`src/hw/rtl/cwre_pkg.sv`:
```
// Shared types, constants and helpers for the congestion window / RTO estimator.
// Used by every module of the block; no dependencies.
package cwre_pkg;

  // Field widths
  localparam int unsigned CmdW   = 1;
  localparam int unsigned RttW   = 16;
  localparam int unsigned WinW   = 24;
  localparam int unsigned RtoW   = 13;
  localparam int unsigned LimW   = 16;
  localparam int unsigned EstW   = 20;  // scaled mean / deviation stay below 2^19
  localparam int unsigned SumW   = EstW + 1;
  localparam int unsigned GrowW  = WinW + 1;

  // Stream payload widths (tdata padded to whole bytes)
  localparam int unsigned InDataW  = 40;  // rtt_ms, receiver_window
  localparam int unsigned InUserW  = 2;   // cmd, sample_valid
  localparam int unsigned OutDataW = 80;  // timeout, send_limit, cwnd, ssthresh + pad

  // Constants
  localparam logic [RtoW-1:0] RtoMax   = RtoW'(5000);
  localparam logic [RtoW-1:0] RtoMin   = RtoW'(500);
  localparam logic [SumW-1:0] RtoGuard = SumW'(10);
  localparam logic [WinW-1:0] FxOne    = WinW'(256);
  localparam logic [WinW-1:0] FxTwo    = WinW'(512);
  localparam logic [WinW-1:0] InitWindowRst = WinW'(512);
  localparam logic [WinW-1:0] WindowCapRst  = WinW'(16384);

  // Event kinds
  typedef enum logic [CmdW-1:0] {
    CMD_ACK     = 1'b0,
    CMD_TIMEOUT = 1'b1
  } cmd_t;

  // Configuration register indexes
  typedef enum logic [0:0] {
    REG_INITIAL_WINDOW = 1'b0,
    REG_WINDOW_CAP     = 1'b1
  } reg_idx_t;

  // One input item
  typedef struct packed {
    cmd_t              cmd;
    logic              sample_valid;
    logic [RttW-1:0]   rtt_ms;
    logic [WinW-1:0]   receiver_window;
  } item_t;

  // Controller state
  typedef struct packed {
    logic              have_sample;
    logic [EstW-1:0]   scaled_mean;
    logic [EstW-1:0]   scaled_deviation;
    logic [RtoW-1:0]   rto_value;
    logic [WinW-1:0]   window_now;
    logic [WinW-1:0]   threshold_now;
    logic [WinW-1:0]   peer_window;
  } state_t;

  // One result item
  typedef struct packed {
    logic [RtoW-1:0]   timeout_ms;
    logic [LimW-1:0]   send_limit;
    logic [WinW-1:0]   cong_window;
    logic [WinW-1:0]   slow_start_limit;
  } result_t;

  // Clamp a timeout candidate to RtoMin..RtoMax
  function automatic logic [RtoW-1:0] clamp_rto(input logic [SumW-1:0] v);
    logic [RtoW-1:0] r;
    if (v > SumW'(RtoMax)) begin
      r = RtoMax;
    end else if (v < SumW'(RtoMin)) begin
      r = RtoMin;
    end else begin
      r = v[RtoW-1:0];
    end
    return r;
  endfunction

endpackage

```
`src/hw/rtl/cwre_in_stage.sv`:
```
// Input register stage: captures one event item and holds it until the
// update stage takes it. Depends on cwre_pkg.
module cwre_in_stage import cwre_pkg::*; (
  input  logic   clk,
  input  logic   rst,
  input  logic   s_tvalid,
  output logic   s_tready,
  input  item_t  s_item,
  output logic   item_valid,
  output item_t  item,
  input  logic   take
);

  // Free when empty or when the held item leaves this cycle
  assign s_tready = !item_valid || take;

  // Valid flag
  always_ff @(posedge clk) begin
    if (rst) begin
      item_valid <= 1'b0;
    end else if (s_tready) begin
      item_valid <= s_tvalid;
    end
  end

  // Payload, no reset
  always_ff @(posedge clk) begin
    if (s_tvalid && s_tready) begin
      item <= s_item;
    end
  end

endmodule

```
`src/hw/rtl/cwre_update.sv`:
```
// Next-state logic: Jacobson/Karels estimator, slow start / additive growth
// and timeout backoff for one event. Purely combinational. Depends on cwre_pkg.
module cwre_update import cwre_pkg::*; (
  input  item_t            item,
  input  state_t           cur,
  input  logic [WinW-1:0]  window_cap,
  output state_t           nxt,
  output result_t          res
);

  logic signed [EstW-2:0]  err;        // m - mean, 19 bits signed
  logic [EstW-2:0]         mag;
  logic [SumW-1:0]         mean_sum;
  logic [SumW-1:0]         dev_sum;
  logic [EstW-1:0]         mean_new;
  logic [EstW-1:0]         dev_new;
  logic [SumW-1:0]         rto_seed;
  logic [SumW-1:0]         rto_est;
  logic [SumW-1:0]         rto_back;
  logic [GrowW-1:0]        grow;
  logic [WinW-1:0]         grown;
  logic [WinW-1:0]         half;
  logic [WinW-1:0]         lim;

  // Estimator update
  always_comb begin
    err      = $signed({3'b000, item.rtt_ms}) - $signed({2'b00, cur.scaled_mean[EstW-1:3]});
    mag      = err[EstW-2] ? (EstW-1)'(-err) : (EstW-1)'(err);
    mean_sum = SumW'(cur.scaled_mean) + SumW'(err);
    mean_new = mean_sum[EstW-1:0];
    dev_sum  = SumW'(cur.scaled_deviation) - SumW'(cur.scaled_deviation[EstW-1:2])
               + SumW'(mag);
    dev_new  = dev_sum[EstW-1:0];
    rto_seed = SumW'({item.rtt_ms, 2'b00}) + RtoGuard;
    rto_est  = SumW'(mean_new[EstW-1:3]) + SumW'(dev_new) + RtoGuard;
    rto_back = SumW'({cur.rto_value, 1'b0});
  end

  // Window growth and timeout halving
  always_comb begin
    if (cur.window_now < cur.threshold_now) begin
      grow = {cur.window_now, 1'b0};
    end else begin
      grow = GrowW'(cur.window_now) + GrowW'(FxOne);
    end
    grown = (grow > GrowW'(window_cap)) ? window_cap : grow[WinW-1:0];
    half  = cur.window_now >> 1;
  end

  // Select by event kind
  always_comb begin
    nxt = cur;
    unique case (item.cmd)
      CMD_ACK: begin
        nxt.peer_window = item.receiver_window;
        if (item.sample_valid) begin
          nxt.have_sample = 1'b1;
          nxt.window_now  = grown;
          if (!cur.have_sample) begin
            nxt.scaled_mean      = EstW'({item.rtt_ms, 3'b000});
            nxt.scaled_deviation = '0;
            nxt.rto_value        = clamp_rto(rto_seed);
          end else begin
            nxt.scaled_mean      = mean_new;
            nxt.scaled_deviation = dev_new;
            nxt.rto_value        = clamp_rto(rto_est);
          end
        end
      end
      CMD_TIMEOUT: begin
        nxt.rto_value     = clamp_rto(rto_back);
        nxt.threshold_now = (half < FxTwo) ? FxTwo : half;
        nxt.window_now    = FxTwo;
      end
      default: nxt = cur;
    endcase
  end

  // Result fields from the updated state
  always_comb begin
    lim = (nxt.window_now < nxt.peer_window) ? nxt.window_now : nxt.peer_window;
    res.timeout_ms       = nxt.rto_value;
    res.send_limit       = lim[WinW-1:8];
    res.cong_window      = nxt.window_now;
    res.slow_start_limit = nxt.threshold_now;
  end

endmodule

```
`src/hw/rtl/congestion_window_rto_estimator_top.sv`:
```
// Top level of the congestion window / RTO estimator: stream ports, state
// registers, configuration port and result register.
// Depends on cwre_pkg, cwre_in_stage and cwre_update.
//
// Usage:
//   Slave stream carries ack and timeout events; tuser holds the kind
//   (cmd) and the sample flag, tdata holds rtt_ms and receiver_window.
//   Master stream returns one result item per event: timeout, send limit,
//   congestion window and slow start threshold after that event.
//   An accepted event waits in the input register; when the result register is
//   free or draining, it writes the state and the result register and raises m_tvalid.
//   Throughput is one event per cycle unless the master stalls; the state
//   update is a single pass of adds, shifts and compares, so consecutive events
//   chain directly. A stalled master holds the result register; the input register
//   still takes one more item, after which s_tready drops until m_tready returns.
//   Reset clears both stages and loads the state: timeout 5000 ms, window
//   512 (2.0), threshold and receiver window 16384 (64.0), no samples.
//   Config writes (cfg_we) take effect at once; the user must do them while
//   idle, the block itself does not enforce it: initial_window loads the window,
//   window_cap loads cap, threshold and receiver window.
module congestion_window_rto_estimator_top import cwre_pkg::*; (
  input  logic                 clk,
  input  logic                 rst,
  input  logic                 s_tvalid,
  output logic                 s_tready,
  input  logic [InDataW-1:0]   s_tdata,   // [15:0] rtt_ms, [39:16] receiver_window
  input  logic [InUserW-1:0]   s_tuser,   // [0] cmd, [1] sample_valid
  output logic                 m_tvalid,
  input  logic                 m_tready,
  output logic [OutDataW-1:0]  m_tdata,   // [12:0] timeout_ms, [28:13] send_limit,
                                          // [52:29] cong_window, [76:53] slow_start_limit
  input  logic                 cfg_we,
  input  logic [0:0]           cfg_index,
  input  logic [WinW-1:0]      cfg_data
);

  item_t            s_item;
  item_t            item;
  logic             item_valid;
  logic             take;
  state_t           cur;
  state_t           nxt;
  result_t          res;
  result_t          out_res;
  logic [WinW-1:0]  window_cap;

  // Unpack the slave stream
  always_comb begin
    s_item.cmd             = cmd_t'(s_tuser[0]);
    s_item.sample_valid    = s_tuser[1];
    s_item.rtt_ms          = s_tdata[RttW-1:0];
    s_item.receiver_window = s_tdata[RttW+WinW-1:RttW];
  end

  cwre_in_stage u_in (
    .clk        (clk),
    .rst        (rst),
    .s_tvalid   (s_tvalid),
    .s_tready   (s_tready),
    .s_item     (s_item),
    .item_valid (item_valid),
    .item       (item),
    .take       (take)
  );

  cwre_update u_upd (
    .item       (item),
    .cur        (cur),
    .window_cap (window_cap),
    .nxt        (nxt),
    .res        (res)
  );

  // Advance when the result register is free or draining
  assign take = item_valid && (!m_tvalid || m_tready);

  // State and config registers
  always_ff @(posedge clk) begin
    if (rst) begin
      window_cap           <= WindowCapRst;
      cur.have_sample      <= 1'b0;
      cur.scaled_mean      <= '0;
      cur.scaled_deviation <= '0;
      cur.rto_value        <= RtoMax;
      cur.window_now       <= InitWindowRst;
      cur.threshold_now    <= WindowCapRst;
      cur.peer_window      <= WindowCapRst;
    end else if (cfg_we) begin
      unique case (reg_idx_t'(cfg_index))
        REG_INITIAL_WINDOW: begin
          cur.window_now <= cfg_data;
        end
        REG_WINDOW_CAP: begin
          window_cap        <= cfg_data;
          cur.threshold_now <= cfg_data;
          cur.peer_window   <= cfg_data;
        end
        default: ;
      endcase
    end else if (take) begin
      cur <= nxt;
    end
  end

  // Result valid flag
  always_ff @(posedge clk) begin
    if (rst) begin
      m_tvalid <= 1'b0;
    end else if (!m_tvalid || m_tready) begin
      m_tvalid <= item_valid;
    end
  end

  // Result payload
  always_ff @(posedge clk) begin
    if (take) begin
      out_res <= res;
    end
  end

  // Pack the master stream
  assign m_tdata = {3'b000, out_res.slow_start_limit, out_res.cong_window,
                    out_res.send_limit, out_res.timeout_ms};

endmodule

```
`config.mk`:
```
export PLATFORM = sky130hd
export DESIGN_NAME = congestion_window_rto_estimator_top
export DESIGN_NICKNAME = d
export VERILOG_FILES = /design/src/hw/rtl/cwre_pkg.sv /design/src/hw/rtl/cwre_in_stage.sv /design/src/hw/rtl/cwre_update.sv /design/src/hw/rtl/congestion_window_rto_estimator_top.sv
export SDC_FILE = /design/constraint.sdc
export NUM_CORES = 1
export LEC_CHECK = 0
export BUFFER_PORTS_ARGS = -buffer_cell sky130_fd_sc_hd__buf_2
export CAP_MARGIN = 15
export CORE_ASPECT_RATIO = 1.2
export CORE_MARGIN = 2
export CORE_UTILIZATION = 60
export DETAILED_ROUTE_END_ITERATION = 8
export PLACE_DENSITY = 0.89
export SLEW_MARGIN = 20
export SYNTH_ARGS = -nofsm -noshare
export SYNTH_HDL_FRONTEND = slang
export SYNTH_SLANG_ARGS = --single-unit
```
`constraint.sdc`:
```
create_clock -name clk -period 24.6 [get_ports clk]
set_input_delay 2.46 -clock clk [delete_from_list [all_inputs] [get_ports clk]]
set_output_delay 2.46 -clock clk [all_outputs]
set_load 0.005 [all_outputs]
```
==> results.toml, run 1 <==
[route]
firstDrtPassIters = 8
ant_nets = 0
drtIter0Drc = 1855
wire_per_inst_um = 22.11
drt_wl_total_um = 59640
drt-vias-per-instance = 6.506
routed-via-count = 17550
dr_drc_count = 2

[pwr]
internal-power_w = 0.001116
leakage_nw = 8.713
seqPwrFrac_pct = 27.2
power.switching_w = 0.0008076
fin_total_pwr_w = 0.001924
share_clk_of_total_power_pct = 22.8
comb_power_share_pct = 50.0
maximum_vdd_drop_mv = 0.07872
power.density_nw_per_um2 = 92.11
power.switching_fraction_pct = 41.97

[timing]
unrepaired_setup_endpoints_after_global_routing = "no"
fmax_mhz = 107.4
final.setup.tns_ns = 0
worst_clock_skew_ns = 0.02064
max_slew.worst_pin.slew_ns = 1.146
worst_slew_margin_relative_to_its_limit_pct = 23.54
final.period_utilization_pct = 37.85
finalWorstPathRequiredPeriod_ns = 9.312
finalHoldViolations = 0
report.final.slew_viol_count = 0
timing.final.setup_violations = 0
worst_hold_check_slack_ns = 0.4559

[global_routing]
number_of_global_route_vias_before_repair = 17350
wire_length_of_the_first_global_routing_pass_um = 91290
globalRouteOverflowTotal = 0
grt_max_degree = 92
antenna_found_initial = 3
track_usage_pct = 34.93

[yosys]
synth_seq_cells = 271
synthesis.area_um2 = 18940
synth.avg_cell_area_um2 = 8.687
synth_seq_area_share_pct = 34.94
yosysUniqueCellTypes = 85
synth-warning-count = 0
synth_top_cell_by_area = "sky130_fd_sc_hd__edfxtp_1"
synth_largest_type_area_fraction_pct = 18.87
post_synth_edffs = 119
post-synth-top-count-cell = "sky130_fd_sc_hd__inv_1"
async_flop_share_pct = 0
netlist_instances = 2180
synthTopCellsByArea = "sky130_fd_sc_hd__edfxtp_1 19%, sky130_fd_sc_hd__dfxtp_1 16%, sky130_fd_sc_hd__ha_1 11%, sky130_fd_sc_hd__a21oi_1 4.6%, sky130_fd_sc_hd__o21ai_0 4.5%"
ys.flop_type = "sky130_fd_sc_hd__dfxtp_1"
synth_commonest_cells = "183 x sky130_fd_sc_hd__inv_1, 182 x sky130_fd_sc_hd__nand2_1, 174 x sky130_fd_sc_hd__a21oi_1"

[die]
top_level_ports = 154
initial_utilization_pct = 60.74
design.core.area_um2 = 31180
fp.dieH_um = 198.6
core.rowCount = 71
floorplan.die.width_um = 166.2
die_area_um2 = 33010

[clock_network]
cts_post_setup_buffers_inserted = 0
cts_tree = "done"
clock-root-buffer = "sky130_fd_sc_hd__clkbuf_16"
cts_num_sinks = 271
postCtsResizedCells = 0
worst_setup_hold_path_clk_slew_ns = 0.07
cts_buffer_count = 29
cts-htree-levels = 1
max-clock-path-buffers = 3
ctsHoldBuffers = 0
clk-insertion-delay-late_ns = 0.60

[setup_path]
timing.critical_path.to_type = "flop"
max_stage_delay_ns = 0.53
timing.critical_path.fanout_max = 15
cp_data_required_time_ns = 24.94
data_arrival_time_of_the_critical_path_ns = 9.66
cp_slowest_cell = "sky130_fd_sc_hd__edfxtp_1"
crit_family = "compound AO/OA/AOI/OAI gates"
rrSetupSlack_ns = 15.29
setup.worst_path.start_class = "flop"
setup.worst_path.class = "reg2reg"
total_buffers_and_inverters_traversed_by_the_critical_path = 2

[cells_and_area]
num-fill-cells = 2407
drive_above_1_share_pct = 12.03
layoutNonFillerInstCount = 2698
areaGrowthSynthToFinish_pct = 10.29
nNetsFinal = 2530

[run]
timing.max_cap.violations = 0

[run_status]
violations = "design-rule violations"
status = "finished with violations"

[placement]
place_congestion = 0.9836
hpwl_um = 42540
dp_cells = 2642
buffer_ports.inserted = 150

[min_path]
holdCritPathClass = "reg2reg"
-- layout by cell type, fill, tap and decap left out, drive strengths merged, types with 11 or more instances in the layout --
cell type,n
o31ai,15
inv,184
buf,174
a22oi,18
edfxtp,119
a21oi,174
or2,16
nor2,167
clkbuf,40
xnor2,44
nand3,37
o21ai,173
a21o,36
ha,165
dfxtp,152
nor4,11
nor3,44
and2,11
fa,21
nand4,21
mux2,21
a31oi,20
o21a,27
a221oi,19
xor2,36
nor2b,30
or3,19
nand2,182
a211oi,24
nand2b,46
mux2i,69
o211ai,22
-- sequential cells by signal, indices dropped and copies added (netlist names) --
signal	count
cur	126
m_tdata	77
u_in.item	42
m_tvalid	1
u_in.item_valid	1
window_cap	24
-- routing by layer --
| layer | vias to the layer above | wire length [µm] | GRT usage [%] |
|---|---|---|---|
| met5 | - | 23 | 0 |
| met4 | 4 | 5612 | 30.76 |
| li1 | 8028 | - | - |
| met3 | 329 | 4562 | 5.292 |
| met2 | 1003 | 29030 | 61.64 |
| met1 | 8190 | 20410 | 36.37 |
-- layout make-up --
type	instances	area, µm²	share of cell area [%]
timing repair buffer	174	933.4	4.469
multi-input combinational	1612	11210	53.67
clock buffer	40	787.0	3.768
sequential	271	6616	31.68
inverter	184	690.7	3.307
clock inverter	13	140.1	0.6709
antenna	3	7.507	0.03594
tap	401	501.7	2.402
-- per-stage QoR --
step / worst slack (ns) / cell area, µm² / util, %
4_1_cts: 15.37 / 20880 / 66.96
3_5_place_dp: 15.42 / 19950 / 63.99
6_report: 15.29 / 20890 / 66.99
2_1_floorplan: 16.44 / 18950 / -
3_3_place_gp: 15.77 / 19950 / 63.98
5_1_grt: 14.67 / 20880 / 66.96
-- tightest hold or removal path: cells and delay by family (launching register included) --
family,cells,cell delay (ns)
AO/OA/AOI/OAI,1,0.05
flip-flops,1,0.31
AND/OR/NAND/NOR,1,0.05
-- power by group through the flow --
| stage | combinational [W] | sequential [W] | clock (W) |
|---|---|---|---|
| 6_report | 0.000962 | 0.000524 | 0.000438 |
| 5_1_grt | 0.00106 | 0.000525 | 0.000455 |
| 4_1_cts | 0.000943 | 0.000522 | 0.000439 |
| 3_5_place_dp | 0.000931 | 0.000532 | 0 |
| 3_3_place_gp | 0.000906 | 0.000530 | 0 |
| 2_1_floorplan | 0.000713 | 0.000523 | 0 |
-- kinds of logic after synthesis --
logic type	count (synthesis)	share of synthesized area, %
buffers and inverters	299	6.039
adder cells (fa/ha/maj)	186	13.12
other	2	0.03966
AO/OA/AOI/OAI	632	21.53
multiplexers	90	4.896
AND/OR/NAND/NOR	620	15.74
XOR/XNOR	80	3.700
flip-flops	271	34.94
-- worst paths after layout --
kind | from | end | depth (start not counted)
max | u_in.item[25] | m_tdata[9] | 33
min | window_cap[21] | window_cap[21] | 2
max reg2reg | u_in.item[25] | m_tdata[9] | 33
min reg2reg | window_cap[21] | window_cap[21] | 2
Power figures use the tool's default switching activity.
==> run 2, diff against run 1 <==
Clock period 24.6 ns to 8.8 ns, I/O delays scaled along.
==> results.toml, run 2 (same netlist as run 1, synthesis figures left out) <==
[pwr]
power.density_nw_per_um2 = 257.8
maximum_vdd_drop_mv = 0.2230
leakage_nw = 8.840

[route]
drt-vias-per-instance = 6.539
drtIter0Drc = 2194
routed-via-count = 17780
dr_drc_count = 0
firstDrtPassIters = 7
drt_wl_total_um = 60500
ant_nets = 0
wire_per_inst_um = 22.25

[cells_and_area]
nNetsFinal = 2550
largest_register_by_flop_count = "cur"
max_reg_flops = 126
layoutNonFillerInstCount = 2719
drive_above_1_share_pct = 13.69
layout.cells.most_common_list = "182 x sky130_fd_sc_hd__inv_1, 182 x sky130_fd_sc_hd__nand2_1, 170 x sky130_fd_sc_hd__a21oi_1"
finalInstanceArea_um2 = 21200
areaGrowthSynthToFinish_pct = 11.93
num-fill-cells = 2333
fin_util_pct = 67.98

[run_status]
status = "complete, no violations"

[setup_path]
setup.worst_path.class = "reg2reg"
max_stage_delay_ns = 0.49
cp_data_required_time_ns = 9.26
setup.worst_path.start_class = "flop"
crit_family = "compound AO/OA/AOI/OAI gates"
total_buffers_and_inverters_traversed_by_the_critical_path = 4
reg2reg_depth = 35
timing.critical_path.fanout_max = 14
timing.critical_path.to_type = "flop"
data_arrival_time_of_the_critical_path_ns = 8.97
timing.critical_path.mode_cell = "sky130_fd_sc_hd__ha_1"
critical_path_cell_count = 35
cp_slowest_cell = "sky130_fd_sc_hd__fa_1"

[timing]
fmax_mhz = 117.5
finalHoldViolations = 0
unrepaired_setup_endpoints_after_global_routing = "yes"
report.final.slew_viol_count = 0
worst_clock_skew_ns = 0.01755
timing.final.setup_violations = 0
final.period_utilization_pct = 96.71
worst_slew_margin_relative_to_its_limit_pct = 29.72
finalWorstPathRequiredPeriod_ns = 8.510
max_slew.worst_pin.slew_ns = 1.054

[clock_network]
cts_tree = "done"
cts_buffer_count = 29
cts-htree-levels = 1
clock-root-buffer = "sky130_fd_sc_hd__clkbuf_16"
clk-insertion-delay-late_ns = 0.59
max-clock-path-buffers = 3
ctsHoldBuffers = 0
cts_num_sinks = 271
worst_setup_hold_path_clk_slew_ns = 0.06

[global_routing]
wire_length_of_the_first_global_routing_pass_um = 92400
globalRouteOverflowTotal = 0
track_usage_pct = 35.36
number_of_global_route_vias_before_repair = 17310
grt_max_degree = 110
antenna_found_initial = 3

[run]
timing.max_cap.violations = 0

[placement]
postPlaceCellArea_um2 = 20070
place_congestion = 1.047
dp_cells = 2655
hpwl_um = 42910
buffer_ports.inserted = 150

[min_path]
holdPathStages = 2
holdCritPathClass = "reg2reg"

[die]
design.core.area_um2 = 31180
fp.dieH_um = 198.6
floorplan.die.width_um = 166.2
core.rowCount = 71
die_area_um2 = 33010
initial_utilization_pct = 60.74
top_level_ports = 154
run 2: changes by cell type in the layout (fill, tap and decap cells not counted), moves of 2 or more:
cell,delta
sky130_fd_sc_hd__o21ai_0,-6
sky130_fd_sc_hd__a31oi_2,+2
sky130_fd_sc_hd__clkbuf_1,-5
sky130_fd_sc_hd__a31oi_1,-2
sky130_fd_sc_hd__a2111oi_2,+2
sky130_fd_sc_hd__o21ai_1,+6
sky130_fd_sc_hd__clkinvlp_4,+2
sky130_fd_sc_hd__a2111oi_1,+2
sky130_fd_sc_hd__a21oi_2,+4
sky130_fd_sc_hd__buf_4,+18
sky130_fd_sc_hd__clkbuf_8,+3
sky130_fd_sc_hd__a21oi_1,-4
sky130_fd_sc_hd__a2111oi_0,-4
run 2: worst paths after layout:
path                       from       to  slack (ns)
setup reg to reg  u_in.item[29]  cur[80]        0.29
hold reg to reg         cur[25]  cur[25]        0.45
setup / recovery  u_in.item[29]  cur[80]        0.29
hold / removal          cur[25]  cur[25]        0.45
run 2: where the power goes:
group	total, W	switching, W	internal [W]
logic	0.00274	0.00167	0.00106
registers	0.00146	0.0000586	0.00140
clock network	0.00127	0.000543	0.000728
total	0.00546	0.00228	0.00319
run 2: per-stage QoR:
step / power [W] / hold slack [ns] / setup slack [ns] / setup TNS [ns]
CTS: 0.005372 / 0.4536 / 0.02741 / 0
finish: 0.005465 / 0.4540 / 0.2897 / 0
detailed placement: 0.004088 / 0.4446 / 0.06447 / 0
global placement: 0.004028 / 0.4392 / 0.4147 / 0
floorplan: 0.003454 / 0.4315 / 0.6438 / 0
global route: 0.005789 / 0.4588 / -0.1240 / -0.7289
run 2: worst min-delay path, delay by kind of cell (launching register included):
family	cells	cell delay, ns
AO/OA/AOI/OAI	1	0.05
AND/OR/NAND/NOR	1	0.05
flip-flops	1	0.31
run 2: repair_timing:
item	4_1_cts	5_1_grt
buffers inserted	0	7
resized for setup	0	27
setup endpoints to repair	0	42
run 2: cell type report:
class / instances / area, µm² / area share (%)
well taps: 401 / 501.7 / 2.367
repair buffers: 194 / 1104 / 5.206
multi-input cells: 1612 / 11290 / 53.26
clock inverters: 15 / 153.9 / 0.7261
flip-flops and latches: 271 / 6616 / 31.21
diodes: 3 / 7.507 / 0.03542
clock buffers: 39 / 834.6 / 3.937
inverters: 184 / 690.7 / 3.258
run 2: layer usage:
metal  wire length, µm  global-route usage (%)
met5                27                       0
met4              6124                   30.85
met3              4517                   5.173
met2             29340                   61.63
met1             20500                   37.72
